--- config.mk ---
export PLATFORM = sky130hd
export DESIGN_NAME = scatter_gather_copy_segmenter
export DESIGN_NICKNAME = d
export VERILOG_FILES = /design/src/rtl/core/sgc_pkg.sv /design/src/rtl/core/sgc_datapath.sv /design/src/rtl/core/sgc_ctrl.sv /design/src/rtl/core/scatter_gather_copy_segmenter.sv
export SDC_FILE = /design/constraint.sdc
export NUM_CORES = 2
export LEC_CHECK = 0
export BUFFER_PORTS_ARGS = -buffer_cell sky130_fd_sc_hd__buf_2
export CAP_MARGIN = 20
export CELL_PAD_IN_SITES_DETAIL_PLACEMENT = 0
export CELL_PAD_IN_SITES_GLOBAL_PLACEMENT = 1
export CORE_AREA = 2 2 523 265
export DETAILED_ROUTE_END_ITERATION = 16
export DIE_AREA = 0 0 525 267
export GPL_TIMING_DRIVEN = 0
export PLACE_DENSITY = 0.9
export SLEW_MARGIN = 20
export SYNTH_ARGS = -nofsm -noshare
export SYNTH_HDL_FRONTEND = slang
export SYNTH_SLANG_ARGS = --single-unit
--- constraint.sdc ---
create_clock -name clock -period 15.6 [get_ports clock]
set_clock_uncertainty 0.05 [all_clocks]
set_input_delay 1.56 -clock clock [delete_from_list [all_inputs] [get_ports clock]]
set_output_delay 1.56 -clock clock [all_outputs]
set_load 0.02 [all_outputs]
--- src/rtl/core/sgc_pkg.sv ---
// Shared types and constants for the copy segment generator.
package sgc_pkg;

   // Command codes carried on req_tuser.
   localparam int unsigned CMD_W = 2;
   localparam logic [CMD_W-1:0] CMD_LOAD_SRC = 2'd0;
   localparam logic [CMD_W-1:0] CMD_LOAD_DST = 2'd1;
   localparam logic [CMD_W-1:0] CMD_START    = 2'd2;
   localparam logic [CMD_W-1:0] CMD_CLEAR    = 2'd3;

   // Fixed field widths.
   localparam int unsigned EADDR_W = 32;
   localparam int unsigned LEN_W   = 16;
   localparam int unsigned BYTES_W = 20;
   localparam int unsigned OADDR_W = 32;

   // Packed stream widths, padded to whole bytes.
   localparam int unsigned REQ_DATA_W = 88;
   localparam int unsigned RSP_DATA_W = 104;
   localparam int unsigned RSP_PAD_W  = RSP_DATA_W - 2 * OADDR_W - LEN_W - BYTES_W;

   // At most this many segments come out of one copy request.
   localparam int unsigned RESULT_CAP = 32;
   localparam int unsigned NSEG_W     = 6;

   // Commands from the controller to the datapath.
   typedef struct packed {
      logic load_src;
      logic load_dst;
      logic clear;
      logic start;
      logic skip_step;
      logic walk_init;
      logic walk_step;
      logic emit;
      logic emit_empty;
   } sgc_ctl_type;

   // Status from the datapath to the controller.
   typedef struct packed {
      logic count_zero;
      logic src_done;
      logic skip_more;
      logic walk_stop;
      logic none;
      logic last;
   } sgc_status_type;

endpackage

--- src/rtl/core/sgc_datapath.sv ---
// Descriptor tables, walk registers and the result word register.
module sgc_datapath #(
   parameter int MAX_ENTRIES = 16,
   parameter int ADDR_WIDTH  = 32
) (
   input  logic                               clock,
   input  logic                               reset,
   input  logic [sgc_pkg::REQ_DATA_W-1:0]     req_tdata,
   input  sgc_pkg::sgc_ctl_type               ctl,
   output sgc_pkg::sgc_status_type            st,
   output logic [sgc_pkg::RSP_DATA_W-1:0]     rsp_tdata,
   output logic                               rsp_tlast
);
   import sgc_pkg::*;

   localparam int IW  = (MAX_ENTRIES > 1) ? $clog2(MAX_ENTRIES) : 1;
   localparam int CW  = $clog2(MAX_ENTRIES + 1);
   localparam int AW  = ADDR_WIDTH;
   localparam int AWX = ADDR_WIDTH + OADDR_W;

   // Request word fields.
   logic [EADDR_W-1:0] entry_addr;
   logic [LEN_W-1:0]   entry_len;
   logic [BYTES_W-1:0] copy_offset;
   logic [BYTES_W-1:0] copy_count;

   assign entry_addr  = req_tdata[31:0];
   assign entry_len   = req_tdata[47:32];
   assign copy_offset = req_tdata[67:48];
   assign copy_count  = req_tdata[87:68];

   // Descriptor memories.
   logic [AW-1:0]    src_addr_mem [MAX_ENTRIES];
   logic [LEN_W-1:0] src_len_mem  [MAX_ENTRIES];
   logic [AW-1:0]    dst_addr_mem [MAX_ENTRIES];
   logic [LEN_W-1:0] dst_len_mem  [MAX_ENTRIES];

   logic [AW-1:0]    src_addr_rd_ff;
   logic [LEN_W-1:0] src_len_rd_ff;
   logic [AW-1:0]    dst_addr_rd_ff;
   logic [LEN_W-1:0] dst_len_rd_ff;

   logic [CW-1:0]      src_cnt_ff;
   logic [CW-1:0]      dst_cnt_ff;
   logic [CW-1:0]      si_ff;
   logic [CW-1:0]      di_ff;
   logic [BYTES_W-1:0] offset_ff;
   logic [BYTES_W-1:0] skipped_ff;
   logic [BYTES_W-1:0] remaining_ff;
   logic [BYTES_W-1:0] total_ff;
   logic [LEN_W-1:0]   os_ff;
   logic [LEN_W-1:0]   od_ff;
   logic [NSEG_W-1:0]  nseg_ff;

   logic [OADDR_W-1:0] out_sa_ff;
   logic [OADDR_W-1:0] out_da_ff;
   logic [LEN_W-1:0]   out_len_ff;
   logic [BYTES_W-1:0] out_total_ff;
   logic               out_last_ff;

   logic               src_full;
   logic               dst_full;
   logic [BYTES_W:0]   skip_sum;
   logic [BYTES_W-1:0] os_start;
   logic [LEN_W-1:0]   rs;
   logic [LEN_W-1:0]   rd;
   logic [LEN_W-1:0]   rmin;
   logic [LEN_W-1:0]   seg;
   logic [AW-1:0]      sa_sum;
   logic [AW-1:0]      da_sum;
   logic [AWX-1:0]     sa_wide;
   logic [AWX-1:0]     da_wide;

   assign src_full = (src_cnt_ff == CW'(MAX_ENTRIES));
   assign dst_full = (dst_cnt_ff == CW'(MAX_ENTRIES));

   // Skip test: does the whole current source entry lie before the offset?
   assign skip_sum = {1'b0, skipped_ff} + (BYTES_W + 1)'(src_len_rd_ff);
   assign os_start = offset_ff - skipped_ff;

   // One walk step: the segment is the least of the three remainders.
   assign rs   = src_len_rd_ff - os_ff;
   assign rd   = dst_len_rd_ff - od_ff;
   assign rmin = (rs < rd) ? rs : rd;
   assign seg  = (remaining_ff < BYTES_W'(rmin)) ? remaining_ff[LEN_W-1:0] : rmin;

   assign sa_sum  = src_addr_rd_ff + AW'(os_ff);
   assign da_sum  = dst_addr_rd_ff + AW'(od_ff);
   assign sa_wide = AWX'(sa_sum);
   assign da_wide = AWX'(da_sum);

   always_comb begin
      st            = '0;
      st.count_zero = (copy_count == '0);
      st.src_done   = (si_ff >= src_cnt_ff);
      st.skip_more  = (skip_sum <= {1'b0, offset_ff});
      st.walk_stop  = (remaining_ff == '0) || (si_ff >= src_cnt_ff) ||
                      (di_ff >= dst_cnt_ff) || (nseg_ff == NSEG_W'(RESULT_CAP)) ||
                      (src_len_rd_ff == '0) || (dst_len_rd_ff == '0);
      st.none       = (nseg_ff == '0);
      st.last       = out_last_ff;
   end

   // Memory write and registered read.
   always_ff @(posedge clock) begin
      if (ctl.load_src && !src_full) begin
         src_addr_mem[src_cnt_ff[IW-1:0]] <= AW'(entry_addr);
         src_len_mem[src_cnt_ff[IW-1:0]]  <= entry_len;
      end
      if (ctl.load_dst && !dst_full) begin
         dst_addr_mem[dst_cnt_ff[IW-1:0]] <= AW'(entry_addr);
         dst_len_mem[dst_cnt_ff[IW-1:0]]  <= entry_len;
      end
      src_addr_rd_ff <= src_addr_mem[si_ff[IW-1:0]];
      src_len_rd_ff  <= src_len_mem[si_ff[IW-1:0]];
      dst_addr_rd_ff <= dst_addr_mem[di_ff[IW-1:0]];
      dst_len_rd_ff  <= dst_len_mem[di_ff[IW-1:0]];
   end

   // Entry counts.
   always_ff @(posedge clock) begin
      if (reset) begin
         src_cnt_ff <= '0;
         dst_cnt_ff <= '0;
      end else if (ctl.clear) begin
         src_cnt_ff <= '0;
         dst_cnt_ff <= '0;
      end else begin
         if (ctl.load_src && !src_full) begin
            src_cnt_ff <= src_cnt_ff + 1'b1;
         end
         if (ctl.load_dst && !dst_full) begin
            dst_cnt_ff <= dst_cnt_ff + 1'b1;
         end
      end
   end

   // Walk position and byte counters.
   always_ff @(posedge clock) begin
      if (reset) begin
         si_ff   <= '0;
         di_ff   <= '0;
         nseg_ff <= '0;
      end else if (ctl.start) begin
         si_ff        <= '0;
         di_ff        <= '0;
         nseg_ff      <= '0;
         skipped_ff   <= '0;
         offset_ff    <= copy_offset;
         remaining_ff <= copy_count;
         total_ff     <= '0;
         os_ff        <= '0;
         od_ff        <= '0;
      end else if (ctl.skip_step) begin
         skipped_ff <= skip_sum[BYTES_W-1:0];
         si_ff      <= si_ff + 1'b1;
      end else if (ctl.walk_init) begin
         os_ff <= os_start[LEN_W-1:0];
      end else if (ctl.walk_step) begin
         total_ff     <= total_ff + BYTES_W'(seg);
         remaining_ff <= remaining_ff - BYTES_W'(seg);
         nseg_ff      <= nseg_ff + 1'b1;
         if (rs < rd) begin
            si_ff <= si_ff + 1'b1;
            os_ff <= '0;
            od_ff <= od_ff + seg;
         end else if (rs > rd) begin
            di_ff <= di_ff + 1'b1;
            od_ff <= '0;
            os_ff <= os_ff + seg;
         end else begin
            si_ff <= si_ff + 1'b1;
            di_ff <= di_ff + 1'b1;
            os_ff <= '0;
            od_ff <= '0;
         end
      end
   end

   // Result word. The segment is written during the step; last is settled
   // once the next entries have been fetched and the stop test is known.
   always_ff @(posedge clock) begin
      if (ctl.emit_empty) begin
         out_sa_ff    <= '0;
         out_da_ff    <= '0;
         out_len_ff   <= '0;
         out_total_ff <= '0;
         out_last_ff  <= 1'b1;
      end else if (ctl.walk_step) begin
         out_sa_ff    <= sa_wide[OADDR_W-1:0];
         out_da_ff    <= da_wide[OADDR_W-1:0];
         out_len_ff   <= seg;
         out_total_ff <= total_ff + BYTES_W'(seg);
      end else if (ctl.emit) begin
         out_last_ff <= st.walk_stop;
      end
   end

   assign rsp_tdata = {{RSP_PAD_W{1'b0}}, out_total_ff, out_len_ff, out_da_ff, out_sa_ff};
   assign rsp_tlast = out_last_ff;

`ifndef SYNTHESIS
   a_seg_nonzero: assert property (@(posedge clock) disable iff (reset)
      ctl.walk_step |-> (seg != '0))
      else $error("walk step produced an empty segment");

   a_cnt_bound: assert property (@(posedge clock) disable iff (reset)
      (src_cnt_ff <= CW'(MAX_ENTRIES)) && (dst_cnt_ff <= CW'(MAX_ENTRIES)))
      else $error("descriptor count beyond table depth");

   a_seg_cap: assert property (@(posedge clock) disable iff (reset)
      ctl.walk_step |-> (nseg_ff < NSEG_W'(RESULT_CAP)))
      else $error("walk step beyond the segment cap");
`endif

endmodule

--- src/rtl/core/sgc_ctrl.sv ---
// Controller state machine for the copy segment generator.
module sgc_ctrl (
   input  logic                          clock,
   input  logic                          reset,
   input  logic                          req_tvalid,
   output logic                          req_tready,
   input  logic [sgc_pkg::CMD_W-1:0]     req_tuser,
   output logic                          rsp_tvalid,
   input  logic                          rsp_tready,
   input  sgc_pkg::sgc_status_type       st,
   output sgc_pkg::sgc_ctl_type          ctl
);
   import sgc_pkg::*;

   localparam logic [2:0] S_IDLE   = 3'd0;
   localparam logic [2:0] S_SFETCH = 3'd1;
   localparam logic [2:0] S_SKIP   = 3'd2;
   localparam logic [2:0] S_CHECK  = 3'd3;
   localparam logic [2:0] S_WALK   = 3'd4;
   localparam logic [2:0] S_WFETCH = 3'd5;
   localparam logic [2:0] S_OUT    = 3'd6;

   logic [2:0] state_ff;
   logic [2:0] state_in;

   always_comb begin
      state_in   = state_ff;
      ctl        = '0;
      req_tready = (state_ff == S_IDLE);
      rsp_tvalid = (state_ff == S_OUT);
      case (state_ff)
         S_IDLE: begin
            if (req_tvalid) begin
               case (req_tuser)
                  CMD_LOAD_SRC: ctl.load_src = 1'b1;
                  CMD_LOAD_DST: ctl.load_dst = 1'b1;
                  CMD_CLEAR:    ctl.clear = 1'b1;
                  CMD_START: begin
                     ctl.start = 1'b1;
                     if (st.count_zero) begin
                        ctl.emit_empty = 1'b1;
                        state_in       = S_OUT;
                     end else begin
                        state_in = S_SFETCH;
                     end
                  end
                  default: ;
               endcase
            end
         end
         S_SFETCH: state_in = S_SKIP;
         S_SKIP: begin
            if (st.src_done) begin
               ctl.emit_empty = 1'b1;
               state_in       = S_OUT;
            end else if (st.skip_more) begin
               ctl.skip_step = 1'b1;
               state_in      = S_SFETCH;
            end else begin
               ctl.walk_init = 1'b1;
               state_in      = S_CHECK;
            end
         end
         S_CHECK: begin
            if (st.none) begin
               if (st.walk_stop) begin
                  ctl.emit_empty = 1'b1;
                  state_in       = S_OUT;
               end else begin
                  state_in = S_WALK;
               end
            end else begin
               ctl.emit = 1'b1;
               state_in = S_OUT;
            end
         end
         S_WALK: begin
            ctl.walk_step = 1'b1;
            state_in      = S_WFETCH;
         end
         S_WFETCH: state_in = S_CHECK;
         S_OUT: begin
            if (rsp_tready) begin
               state_in = st.last ? S_IDLE : S_WALK;
            end
         end
         default: state_in = S_IDLE;
      endcase
   end

   always_ff @(posedge clock) begin
      if (reset) begin
         state_ff <= S_IDLE;
      end else begin
         state_ff <= state_in;
      end
   end

`ifndef SYNTHESIS
   a_sides_apart: assert property (@(posedge clock) disable iff (reset)
      !(req_tready && rsp_tvalid))
      else $error("input taken while a result word is pending");

   a_one_action: assert property (@(posedge clock) disable iff (reset)
      $onehot0({ctl.load_src, ctl.load_dst, ctl.clear, ctl.start,
                ctl.skip_step, ctl.walk_init, ctl.walk_step, ctl.emit}))
      else $error("more than one datapath action in a cycle");

   a_rsp_hold: assert property (@(posedge clock) disable iff (reset)
      (rsp_tvalid && !rsp_tready) |=> rsp_tvalid)
      else $error("result word withdrawn before it was taken");
`endif

endmodule

--- src/rtl/core/scatter_gather_copy_segmenter.sv ---
// A load or clear word is done as soon as it is taken. A start word first skips the source
// entries that lie wholly before the offset, then walks both tables, one result word per segment.
// An empty result comes after a zero-count start, after an offset past the source list, and
// when the walk finds no segment.
// One word at a time: no input word is taken until the last result word of a start is taken.
// Reset is synchronous and active high; it empties both tables but leaves their contents.
module scatter_gather_copy_segmenter #(
   parameter int MAX_ENTRIES = 16,
   parameter int ADDR_WIDTH  = 32
) (
   input  logic                              clock,
   input  logic                              reset,
   // Input words.
   input  logic                              req_tvalid,
   output logic                              req_tready,
   // entry_addr[31:0], entry_len[47:32], copy_offset[67:48], copy_count[87:68]
   input  logic [sgc_pkg::REQ_DATA_W-1:0]    req_tdata,
   // cmd[1:0]
   input  logic [sgc_pkg::CMD_W-1:0]         req_tuser,
   // Result words, one per copy segment, or one all-zero word when nothing is copied.
   output logic                              rsp_tvalid,
   input  logic                              rsp_tready,
   // seg_src_addr[31:0], seg_dst_addr[63:32], seg_len[79:64],
   // total_copied[99:80], zero padding[103:100]
   output logic [sgc_pkg::RSP_DATA_W-1:0]    rsp_tdata,
   // last: marks the final word of a copy request
   output logic                              rsp_tlast
);
   import sgc_pkg::*;

   // The controller sequences loads, the skip over leading source entries and
   // the joint walk of both tables. The datapath owns the tables, the walk
   // counters and the result word register; the two talk only through the
   // command and status structs below.
   sgc_ctl_type    ctl;
   sgc_status_type st;

   sgc_ctrl u_ctrl (
      .clock      (clock),
      .reset      (reset),
      .req_tvalid (req_tvalid),
      .req_tready (req_tready),
      .req_tuser  (req_tuser),
      .rsp_tvalid (rsp_tvalid),
      .rsp_tready (rsp_tready),
      .st         (st),
      .ctl        (ctl)
   );

   // Each segment is written into the result register during its walk step.
   // Its last flag is settled only after the next table entries have been
   // read, since the stop test depends on them.
   sgc_datapath #(
      .MAX_ENTRIES (MAX_ENTRIES),
      .ADDR_WIDTH  (ADDR_WIDTH)
   ) u_datapath (
      .clock     (clock),
      .reset     (reset),
      .req_tdata (req_tdata),
      .ctl       (ctl),
      .st        (st),
      .rsp_tdata (rsp_tdata),
      .rsp_tlast (rsp_tlast)
   );

endmodule

# After elaboration in Yosys (flattened, before gate mapping)
# Memories as Yosys holds them, arrays and structs flattened. A register that Yosys moved wholly into a read port is not among the register bits.
# Cells that the tools add are included.
[op_classes]
addsub = 15
mul = 0
n_div = 0
magnitude_cmp = 6
eq_ne = 19
n_shift = 0
n_mux = 58
n_bitwise = 5
n_reduce_logical = 31
[ops]
columns = ["cell", "count"]
rows = [
  ["two-way mux 16 bit", 11],
  ["two-way mux 20 bit", 8],
  ["adder 32 x 16 -> 32 bit", 2],
  ["subtractor 16 bit", 3],
  ["logical NOT 20 bit", 2],
  ["adder 16 bit", 2],
  ["logical NOT 16 bit", 2],
  ["two-way mux 5 bit", 5],
  ["adder 20 x 16 -> 21 bit", 1],
  ["<= comparator 21 x 20 -> 1 bit", 1],
  ["two-way mux 3 bit", 7],
  ["one-hot mux 3 bit (7 select lines)", 1],
  ["adder 20 x 16 -> 20 bit", 1],
  ["adder 5 x 1 -> 5 bit, second input constant", 4],
  ["< comparator 20 x 16 -> 1 bit", 1],
  ["subtractor 20 x 16 -> 20 bit", 1],
  ["two-way mux 1 bit", 19],
  ["> comparator 16 bit", 1],
  ["< comparator 16 bit", 1],
  ["AND reduction 3 bit", 4],
  ["== test 5 bit, second input constant", 2],
  ["greater-or-equal comparator 5 bit", 2],
  ["!= test 2 x 1 -> 1 bit, second input constant", 5],
  ["== test 3 bit, second input constant", 3],
  ["other kinds (23)", 45],
]
[totals]
regBits = 242
latch_bits = 0
ramBits = 1536
romBits = 0
in_bits = 94
output_inout_bits = 107
n_memories = 4
[memory_table]
columns = ["memory", "words", "word_bits", "rd", "rd_ports_with_merged_regs", "write_ports", "line_no", "source"]
rows = [
  ["u_datapath.dst_addr_mem", 16, 32, 1, 1, 1, "sgc_datapath.sv:35", "logic [AW-1:0] dst_addr_mem [MAX_ENTRIES];"],
  ["u_datapath.src_addr_mem", 16, 32, 1, 1, 1, "sgc_datapath.sv:33", "logic [AW-1:0] src_addr_mem [MAX_ENTRIES];"],
  ["u_datapath.dst_len_mem", 16, 16, 1, 1, 1, "sgc_datapath.sv:36", "logic [LEN_W-1:0] dst_len_mem [MAX_ENTRIES];"],
  ["u_datapath.src_len_mem", 16, 16, 1, 1, 1, "sgc_datapath.sv:34", "logic [LEN_W-1:0] src_len_mem [MAX_ENTRIES];"],
]

# Depth between registers and ports, before layout
[logic_depth]
depth_word = 11
depth_mapped = 59
ltp_nobuf = 54

# Cells and area by module
# Synthesis repeated with hierarchy kept, for this count alone.
[unflattened]
hier_cells = 4437
area_unflattened_um2 = 78247.5
[by_module_without_submodules]
columns = ["module", "instances", "cells_each", "area_each_um2", "seq_area_each_um2"]
rows = [
  ["sgc_datapath", 1, 4389, 77919.7, 53951.7],
  ["sgc_ctrl", 1, 48, 327.8, 60.1],
]

# Least setup slack after synthesis
# No wires, ideal clock.
[synth_timing]
kind = "flip-flop to flip-flop"
start = "register u_datapath.os_ff[1]"
end = "register u_datapath.total_ff[18] (data pin)"
setup_time_ps = 266
t_arrival_ps = 9810
required_ps = 15284
path_slack_ps = 5474
stages_incl_launch_ff = 57
path_buffers = 5
period_less_slack_ps = 10126
path_cell_list = "edfxtp_1 inv_1 ha_1 nor2b_1 o2111ai_1 a211o_1 and3b_1 o21bai_1 a21oi_1 nor2_1 nor2_1 o21bai_1 a21o_1 xor2_1 inv_1 ha_1 and4_1 and2_1 [21 not listed] nor2b_1 o21ai_0 a21oi_1 o21ai_0 nand2_1 a21oi_1 o21ai_0 a21oi_1 o21ai_0 a21oi_1 o21ai_0 a21oi_1 o21bai_1 a21o_1 a21o_1 nand3_1 xor2_1 nor2_1"
[synth_between]
elab_chain_len = 9
[synth_rtl]
columns = ["item", "line_no", "source"]
rows = [
  ["start, declared", "sgc_datapath.sv:51", "logic [LEN_W-1:0] os_ff;"],
  ["start signal, assigned", "sgc_datapath.sv:158", "os_ff <= os_start[LEN_W-1:0];"],
  ["start signal, assigned", "sgc_datapath.sv:170", "os_ff <= os_ff + seg;"],
  ["subtractor 16 bit *", "sgc_datapath.sv:82", "assign rs = src_len_rd_ff - os_ff;"],
  ["< comparator 16 bit", "sgc_datapath.sv:84", "assign rmin = (rs < rd) ? rs : rd;"],
  ["two-way mux 16 bit *", "sgc_datapath.sv:84", ""],
  ["< comparator 20 x 16 -> 1 bit", "sgc_datapath.sv:85", "assign seg = (remaining_ff < BYTES_W'(rmin)) ? remaining_ff[LEN_W-1:0] : rmin;"],
  ["two-way mux 16 bit *", "sgc_datapath.sv:85", ""],
  ["via u_datapath.seg[1]", "sgc_datapath.sv:68", "logic [LEN_W-1:0] seg;"],
  ["adder 20 x 16 -> 20 bit *", "sgc_datapath.sv:160", "total_ff <= total_ff + BYTES_W'(seg);"],
  ["two-way mux 20 bit *", "sgc_datapath.sv:159", "end else if (ctl.walk_step) begin"],
  ["two-way mux 20 bit *", "sgc_datapath.sv:157", "end else if (ctl.walk_init) begin"],
  ["two-way mux 20 bit *", "sgc_datapath.sv:154", "end else if (ctl.skip_step) begin"],
  ["end signal, assigned", "sgc_datapath.sv:160", ""],
  ["end, declared", "sgc_datapath.sv:50", "logic [BYTES_W-1:0] total_ff;"],
]
# Mark *: on every way through the listed nets, which the timed path passes. The rest lies on a longest branch. The select of a mux whose other input is x is not followed.
# A chain may end at the register's enable or synchronous reset.

# Final worst setup path
[layout_timing]
start = "register u_datapath.os_ff[1]"
end = "register u_datapath.total_ff[19] (data pin)"
# Same word-level chain as after synthesis.

==> out/summary.txt <==
Status = finished clean
Syn_area_per_cell = 17.4 sq um
DR DRC count = 0
Gpl congestion = 0.977
Global-route wire length before repair = 342000 um
Largest net degree at the start of global routing = 33
Area growth syn-to-layout = 14.6%
NumNets Final = 5325
Final Max Slew Viols = 0
Critical path's largest stage delay = 0.65 ns
RSZ-0062 raised after global routing = false
Io pins = 201
VDD IR-drop max = 0.121 mV
Worst-skew pair later-pin latency = 0.82 ns
PwrDens = 129 nW/um^2
Post-synth ARST share = 0%
CP max-delay cell = xor2_2
Die ar. = 140000 sq um
Fmax = 0.0671 GHz
#FFs+latches synth = 1874
Top FF cell, synth = edfxtp_1
Num CTS Buffers = 157
Maxcap violations = 0
Cell family with most CP delay = compound AO/OA/AOI/OAI gates
Via density = 6.82
Post-synth top area share = 63.3%
Wirelength, routed = 246000 um
Layout cell share with drive strength beyond 1 = 23.5%
Clock sink total = 1874
Worst Hold Class = flip-flop to flip-flop
Yosys top cell by area = edfxtp_1
Die Width = 525 um
Worst Tran Pin Value = 1.28 ns
Cell with the most instances after synthesis = edfxtp_1
CP Data Arrival Time = 15.37 ns
Core area = 136000 sq um
Top cells by area in the synthesized netlist = edfxtp_1 (63%), mux4_2 (14%), dfxtp_1 (5.8%)
GRT Util Overall = 35.1%
TritonCTS clock tree = done
Setup-failing EPs final = 0
Mapped Area = 78200 sq um
Port bufs = 195
Worst path bufs/invs = 10
Vias in the first global route = 45.4k
Initial antenna violation count = 14
Fin area = 89600 sq um
DR WL/cell = 35.3 um
Final Hold Violating Endpoints = 0
Leakage power = 0.0301 uW
Critical path startpoint category = flip-flop
Clk pin slew, worst setup/hold paths = 0.08 ns
Post-synth EDFFs = 1648
Row cnt = 96
Most frequent cells after synthesis = edfxtp_1 (1648), mux4_2 (480), nor2_1 (292)
Yosys Warn Count = 0
Antenna Nets Post-Route = 0
Most frequent CP cell = a21oi_1
Final period util = 95.5%
CTS H-tree depth = 4
Worst EP required = 16.08 ns
GRT overflow = 0
Hold_ws = 0.402 ns
Crit path kind = flip-flop to flip-flop
Relative slew slack = 14.6%
Synth cell types = 90
Crit-path max FO = 10
Minimum clock period after layout = 14.89 ns
Post-synthesis sequential area ratio = 69.1%
Root Driver = clkbuf_16
Vias = 47.5k
Detailed Routing Iterations Pass 1 = 7
Mapped Cells = 4502
Die Ht = 267 um
Starting Density = 57.6%
Setup TNS = 0 ns
CP Capture Type = flip-flop
Area after DPL = 84200 sq um
Iteration-0 DRC Markers = 8478
CTS Buffer Depth = 3
DP HPWL = 170000 um
Post-CTS Repair Setup Buffers = 0
-- worst register-to-register path: cells and delay by family, from the launching register on --
kind	cells	cell delay (ns)
adder cells (fa/ha/maj)	4	1.15
buffers and inverters	10	3.25
AO/OA/AOI/OAI	25	5.47
XOR/XNOR	2	1.07
AND/OR/NAND/NOR	16	3.06
flip-flops	1	0.55
-- routing by layer --
metal | routed length (um) | GRT usage [%]
met1 | 92300 | 50.4
met2 | 101000 | 47.8
met3 | 42400 | 15.1
met4 | 9480 | 12.5
met5 | 241 | 0.308
-- path summary, 6_finish.rpt --
| path | startpoint | endpoint | slack [ns] | depth (start not counted) |
|---|---|---|---|---|
| worst max-delay path | u_datapath.os_ff[1] | u_datapath.total_ff[19] | 0.71 | 57 |
| worst min-delay path | u_datapath.out_len_ff[8] | u_datapath.out_len_ff[8] | 0.40 | 2 |
| worst max register to register | u_datapath.os_ff[1] | u_datapath.total_ff[19] | 0.71 | 57 |
| worst min register to register | u_datapath.out_len_ff[8] | u_datapath.out_len_ff[8] | 0.40 | 2 |
-- layout make-up --
cell class | instances | area, sq um
repair buffers | 342 | 3420
flip-flops and latches | 1874 | 54000
clock inverters | 81 | 976
inverters | 217 | 815
plain buffers | 192 | 800
multi-input cells | 2222 | 23000
clock buffers | 212 | 4280
diodes | 7 | 17.5
well taps | 1813 | 2270
fillers | 8709 | 46200
-- placed cells by master, fill, tap and decap left out, drive strengths merged, types with 10 or more instances in the layout --
| cell | n |
|---|---|
| o31ai | 10 |
| nand2b | 22 |
| nand2 | 175 |
| o21bai | 29 |
| a21boi | 16 |
| nor2 | 292 |
| a211oi | 35 |
| ha | 215 |
| o21a | 20 |
| and2 | 29 |
| and3 | 13 |
| o22ai | 14 |
| a31oi | 11 |
| nor2b | 29 |
| dfxtp | 226 |
| nor4 | 31 |
| nand4 | 26 |
| xor2 | 48 |
| nor3 | 32 |
| or3 | 13 |
| edfxtp | 1648 |
| inv | 230 |
| o211ai | 10 |
| o31a | 12 |
| xnor2 | 132 |
| mux4 | 480 |
| clkbuf | 363 |
| nand3 | 49 |
| fa | 10 |
| clkinv | 45 |
| bufinv | 14 |
| o21ai | 96 |
| a21o | 46 |
| buf | 383 |
| a21oi | 217 |
-- what timing repair did --
item                       CTS  global route
hold buffers                 0             0
setup endpoints to repair    0            10
gates resized for setup      0             5
-- sequential cells by signal, indices dropped and copies added, names as in the netlist, 5 cells and up --
register and flops:
u_datapath.nseg_ff 6, u_datapath.src_len_mem 256, u_datapath.dst_cnt_ff 5, u_datapath.si_ff 5, u_datapath.out_len_ff 16, u_datapath.dst_addr_rd_ff 32
u_datapath.os_ff 16, u_datapath.src_addr_mem 512, u_datapath.dst_addr_mem 512, u_datapath.offset_ff 20, u_datapath.out_da_ff 32, u_datapath.out_total_ff 20
u_datapath.od_ff 16, u_datapath.src_len_rd_ff 16, u_datapath.remaining_ff 20, u_datapath.src_addr_rd_ff 32, u_datapath.src_cnt_ff 5, u_datapath.total_ff 20
u_datapath.dst_len_rd_ff 16, u_datapath.di_ff 5, u_datapath.dst_len_mem 256, u_datapath.skipped_ff 20, u_datapath.out_sa_ff 32
-- stage by stage --
stage          utilization [%]  cells  worst slack [ns]  power, uW
2_1_floorplan                -   4505              5.47       6810
3_3_place_gp              60.0   6513             0.515       7360
3_5_place_dp              62.0   6658             0.707       7420
4_1_cts                   65.9   6951             0.536      11500
5_1_grt                   66.0   6955             0.123      11800
6_report                  66.0   6960             0.706      11500
-- logic make-up after synthesis --
kind of cell | share of synthesized area [%]
xor gates and xnor gates | 2.03
DFF | 69.1
adders and majority gates | 3.80
other | 0.00480
and+or+nand+nor | 4.47
buffers and inverters | 2.00
muxes | 14.0
AOI/OAI and AO/OA | 4.63
-- where the power goes --
| part | switching [uW] | internal, uW |
|---|---|---|
| sequential | 84.4 | 5600 |
| combinational | 1130 | 594 |
| clock | 1920 | 2200 |
Note: power is estimated with default switching activity, not from simulation.
